===== src/rtl/polymul_pkg.sv =====
// Shared types, constants and width functions for the polynomial multiplier.
// No dependencies; imported by every module of the block.
package polymul_pkg;

	localparam int TERMS_DEF = 10;
	localparam int EXP_MAX_W = 6;    // exponent index for up to 64 terms
	localparam int QDEPTH    = 4;
	localparam int QPTR_W    = 2;

	localparam logic [1:0] MODE_LOAD_A = 2'd0;
	localparam logic [1:0] MODE_LOAD_B = 2'd1;
	localparam logic [1:0] MODE_MUL    = 2'd2;

	typedef enum logic [1:0] {
		CMD_LOAD_A = 2'd0,
		CMD_LOAD_B = 2'd1,
		CMD_MUL    = 2'd2
	} cmd_kind_t;

	typedef struct packed {
		cmd_kind_t             kind;
		logic [EXP_MAX_W-1:0]  exponent;
		logic signed [15:0]    coefficient;
	} cmd_t;

	function automatic int exp_bits(input int t);
		return $clog2(t);
	endfunction

	function automatic int oexp_bits(input int t);
		return $clog2(2 * t - 1);
	endfunction

	function automatic int coef_bits(input int t);
		return 31 + $clog2(t + 1);
	endfunction

	function automatic int in_bits(input int t);
		return ((18 + exp_bits(t) + 7) / 8) * 8;
	endfunction

	function automatic int out_bits(input int t);
		return ((oexp_bits(t) + coef_bits(t) + 7) / 8) * 8;
	endfunction

endpackage


===== src/rtl/polymul_front.sv =====
// Front end: accepts input words, classifies them and queues commands.
// Depends on polymul_pkg.
module polymul_front import polymul_pkg::*; #(
	parameter int TERMS = TERMS_DEF
) (
	input  logic                       clk,
	input  logic                       arst_n,
	input  logic                       s_tvalid,
	output logic                       s_tready,
	input  logic [in_bits(TERMS)-1:0]  s_tdata,   // mode, exponent, coefficient
	output logic                       cmd_valid,
	input  logic                       cmd_ready,
	output cmd_t                       cmd
);

	localparam int EXP_W = exp_bits(TERMS);
	localparam logic [EXP_W:0] TERMS_V = (EXP_W + 1)'(TERMS);

	logic [1:0]          mode;
	logic [EXP_W-1:0]    exponent;
	logic signed [15:0]  coefficient;
	logic                keep;
	cmd_t                entry;
	cmd_t                fifo_q [QDEPTH];
	logic [QPTR_W-1:0]   wr_ptr_q;
	logic [QPTR_W-1:0]   rd_ptr_q;
	logic [QPTR_W:0]     count_q;
	logic                push;
	logic                pop;

	assign mode        = s_tdata[1:0];
	assign exponent    = s_tdata[2 +: EXP_W];
	assign coefficient = s_tdata[2 + EXP_W +: 16];

	// drop unused modes and loads past the top exponent
	always_comb begin
		keep                    = 1'b0;
		entry.kind              = CMD_MUL;
		entry.exponent          = EXP_MAX_W'(exponent);
		entry.coefficient       = coefficient;
		case (mode)
			MODE_LOAD_A: begin
				entry.kind = CMD_LOAD_A;
				keep       = {1'b0, exponent} < TERMS_V;
			end
			MODE_LOAD_B: begin
				entry.kind = CMD_LOAD_B;
				keep       = {1'b0, exponent} < TERMS_V;
			end
			MODE_MUL: begin
				entry.kind = CMD_MUL;
				keep       = 1'b1;
			end
			default: keep = 1'b0;
		endcase
	end

	assign s_tready  = count_q != (QPTR_W + 1)'(QDEPTH);
	assign push      = s_tvalid && s_tready && keep;
	assign cmd_valid = count_q != '0;
	assign pop       = cmd_valid && cmd_ready;
	assign cmd       = fifo_q[rd_ptr_q];

	always_ff @(posedge clk) begin
		if (push) begin
			fifo_q[wr_ptr_q] <= entry;
		end
	end

	always_ff @(posedge clk or negedge arst_n) begin
		if (!arst_n) begin
			wr_ptr_q <= '0;
			rd_ptr_q <= '0;
			count_q  <= '0;
		end else begin
			if (push) begin
				wr_ptr_q <= wr_ptr_q + 1'b1;
			end
			if (pop) begin
				rd_ptr_q <= rd_ptr_q + 1'b1;
			end
			case ({push, pop})
				2'b10:   count_q <= count_q + 1'b1;
				2'b01:   count_q <= count_q - 1'b1;
				default: count_q <= count_q;
			endcase
		end
	end

endmodule


===== config.mk =====
export PLATFORM = sky130hd
export DESIGN_NAME = polymul_front
export DESIGN_NICKNAME = d
export VERILOG_FILES = /design/src/rtl/polymul_pkg.sv /design/src/rtl/polymul_front.sv
export SDC_FILE = /design/constraint.sdc
export NUM_CORES = 1
export LEC_CHECK = 0
export BUFFER_PORTS_ARGS = -buffer_cell sky130_fd_sc_hd__buf_2
export CAP_MARGIN = 20
export CORE_UTILIZATION = 50
export DETAILED_ROUTE_END_ITERATION = 8
export PLACE_DENSITY_LB_ADDON = 0.3
export SYNTH_ARGS = -nofsm -noshare
export SYNTH_HDL_FRONTEND = slang
export SYNTH_SLANG_ARGS = --single-unit

===== constraint.sdc =====
create_clock -name clk -period 5.3 [get_ports clk]
set_clock_uncertainty 0.1 [all_clocks]
set_input_delay 0.53 -clock clk [delete_from_list [all_inputs] [get_ports clk]]
set_output_delay 0.53 -clock clk [all_outputs]
set_load 0.03 [all_outputs]

==> flow_metrics.tcl <==
set metrics [dict create \
    status "finished clean" \
    cts.sinks 95 \
    place_congestion 0.757 \
    grt_pass1_vias 1796 \
    cts_tree "done" \
    maxCapViolCount 0 \
    required_ns 4.67 \
    ff2ff_path_depth 9 \
    wl_per_cell_um 18.2 \
    netlist_instances 159 \
    rsz0062_at_grt "false" \
    crit_path_end_kind "primary output" \
    final_util_pct 61.1 \
    overflow 0 \
    p_leak_nw 1.47 \
    syn_avg_cell_area_um2 22.9 \
    clkLatencyLatePin_ns 0.35 \
    start_kind "flip-flop" \
    ys_warn_count 0 \
    post-route-period-util_pct 50.9 \
    synth-seq-cells 95 \
    peakVddDrop_mv 0.328 \
    worstMarginPinSlew_ns 1.08 \
    tns_ns 0 \
    die-area_mm2 0.00761 \
    port-buffer-count 49 \
    cts_made_buffers 9 \
    powerDensity_mw_per_mm2 537 \
    clock.fmax_mhz 371 \
    cts_root_buffer "clkbuf_8" \
    drive_above_1_share_pct 42.5 \
    final_nets 250 \
    clk_pin_slew_ns 0.09 \
    detail-route-antenna-nets 0 \
    coreArea_mm2 0.00691 \
    cp_max_fo 24 \
    syn2layout_area_growth_pct 16.1 \
    dr_total_vias 1640 \
    num_rows 30 \
    wl_um 5770 \
    route.detailed.drc 0 \
    arrival_ns 2.07 \
    ys_types 25 \
    via_per_inst 5.17 \
    htreeDepth 3 \
    grt_use_total_pct 17.0 \
    cts.path.max_buffers 2 \
    hpwl_um 3590 \
    yosysSeqAreaShare_pct 77.5 \
    finalHoldViolCount 0 \
    die_x_um 87.3 \
    slew_headroom_pct 27.7 \
    grt_start_max_net_pins 25 \
    postCtsSetupBuffers 0 \
    antenna_found_initial 0 \
    antenna_cells 0 \
    grt_first_pass_wirelength_um 9070 \
    ioPinCount 54 \
    hold_path_class "in -> reg" \
    dieHeight_um 87.3 \
    synth_area_mm2 0.00363 \
    finalSetupViolCount 0 \
    pre_cts_slack_ns 2.66 \
    slew_violations 0 \
    first_pass_iters 4 \
    hold_path_depth 1 \
    path_class "reg -> out" \
    initial_core_util_pct 52.6 \
    min_period_ns 2.70 \
    fin_ws_ns 2.60 \
    drt-initial-drc-count 106 \
]
cells by family after synthesis:
family                   count (synthesis)  synth area share [%]
flip-flops                              95                  77.5
multiplexers                            24                  14.3
buffers and inverters                   14                  1.93
AND/OR/NAND/NOR                          9                  1.55
adder cells (fa/ha/maj)                  6                  2.27
XOR/XNOR                                 6                  1.45
AO/OA/AOI/OAI                            4                 0.861
other                                    1                 0.103
synth_stat cells, drive strengths merged:
library cell	number	area, um2
nand2	1	3.75
o211a	1	10.0
or3	1	6.26
o31a	1	8.76
and2	4	25.0
or3b	1	11.3
a21boi	1	7.51
clkbuf	1	3.75
mux4	22	495
mux2i	1	10.0
xor2	3	26.3
edfxtp	88	2640
nor2b	1	6.26
inv	6	22.5
mux2	1	15.0
fa	1	20.0
nor2	1	3.75
ha	5	62.6
buf	7	43.8
o21ai	1	5.00
dfrtp	7	175
conb	1	3.75
xnor2	3	26.3
per-stage QoR:
stage	hold slack, ns	std cells	cell area, um2	power (mW)
final	0.294	317	4220	2.27
after global routing	0.284	317	4220	2.38
after CTS	0.278	314	4170	2.28
after detailed placement	0.274	297	3960	1.82
after global placement	0.263	297	3960	1.79
after floorplan	0.134	160	3640	1.62
cells in the final DEF (no fill, tap or decap), types with 2 or more instances in the layout:
master      Yosys  routed
xnor2_1         3       3
inv_1           6       6
conb_1          1       2
xor2_1          3       3
buf_2           2      49
clkinvlp_4      0       4
edfxtp_1       88      88
and2_1          4       4
mux4_2         22      22
dfrtp_1         7       6
clkbuf_8        0       9
ha_1            5       5
worst max-delay path, stage by stage, from the launching register on:
cell and delay, ns:
dfrtp_2 0.91, mux4_2 0.61, buf_2 0.20
per-layer routing:
layer / GRT usage, % / share of wire [%]
met1: 20.6 / 42
met2: 29.4 / 52
met3: 3.51 / 4.0
met5: 0 / 0
met4: 8.20 / 1.6
state kept, by name, summed over array words and instances, names as in the netlist:
register / cells
fifo_q: 88
count_q: 3
rd_ptr_q: 2
wr_ptr_q: 2
worst paths after layout:
path	slack, ns	to	startpoint
max	2.60	cmd[19]	rd_ptr_q[0]
min	0.29	fifo_q[2][13]	s_tdata[19]
max in group asynchronous	4.49	rd_ptr_q[0]	arst_n
max reg2reg	2.95	count_q[2]	count_q[0]
min reg2reg	0.43	count_q[2]	count_q[2]
min in group asynchronous	0.43	count_q[1]	arst_n
power breakdown:
part | total, mW | internal, mW | switching (mW)
registers | 1.07 | 0.943 | 0.132
clock network | 0.460 | 0.218 | 0.243
logic | 0.731 | 0.319 | 0.412
repair_timing:
item | CTS | global route
resized for setup | 0 | 0
endpoints found under the hold margin | 7 | 0
hold buffers | 1 | 0
area by class of cell:
cell class | count | area [um2]
clock buffers | 9 | 124
multi-input cells | 51 | 751
repair buffers | 53 | 309
clock inverters | 7 | 73.8
fillers | 504 | 2690
well taps | 96 | 120
flip-flops and latches | 95 | 2820
inverters | 6 | 22.5
Note: power is estimated with default switching activity, not from simulation.
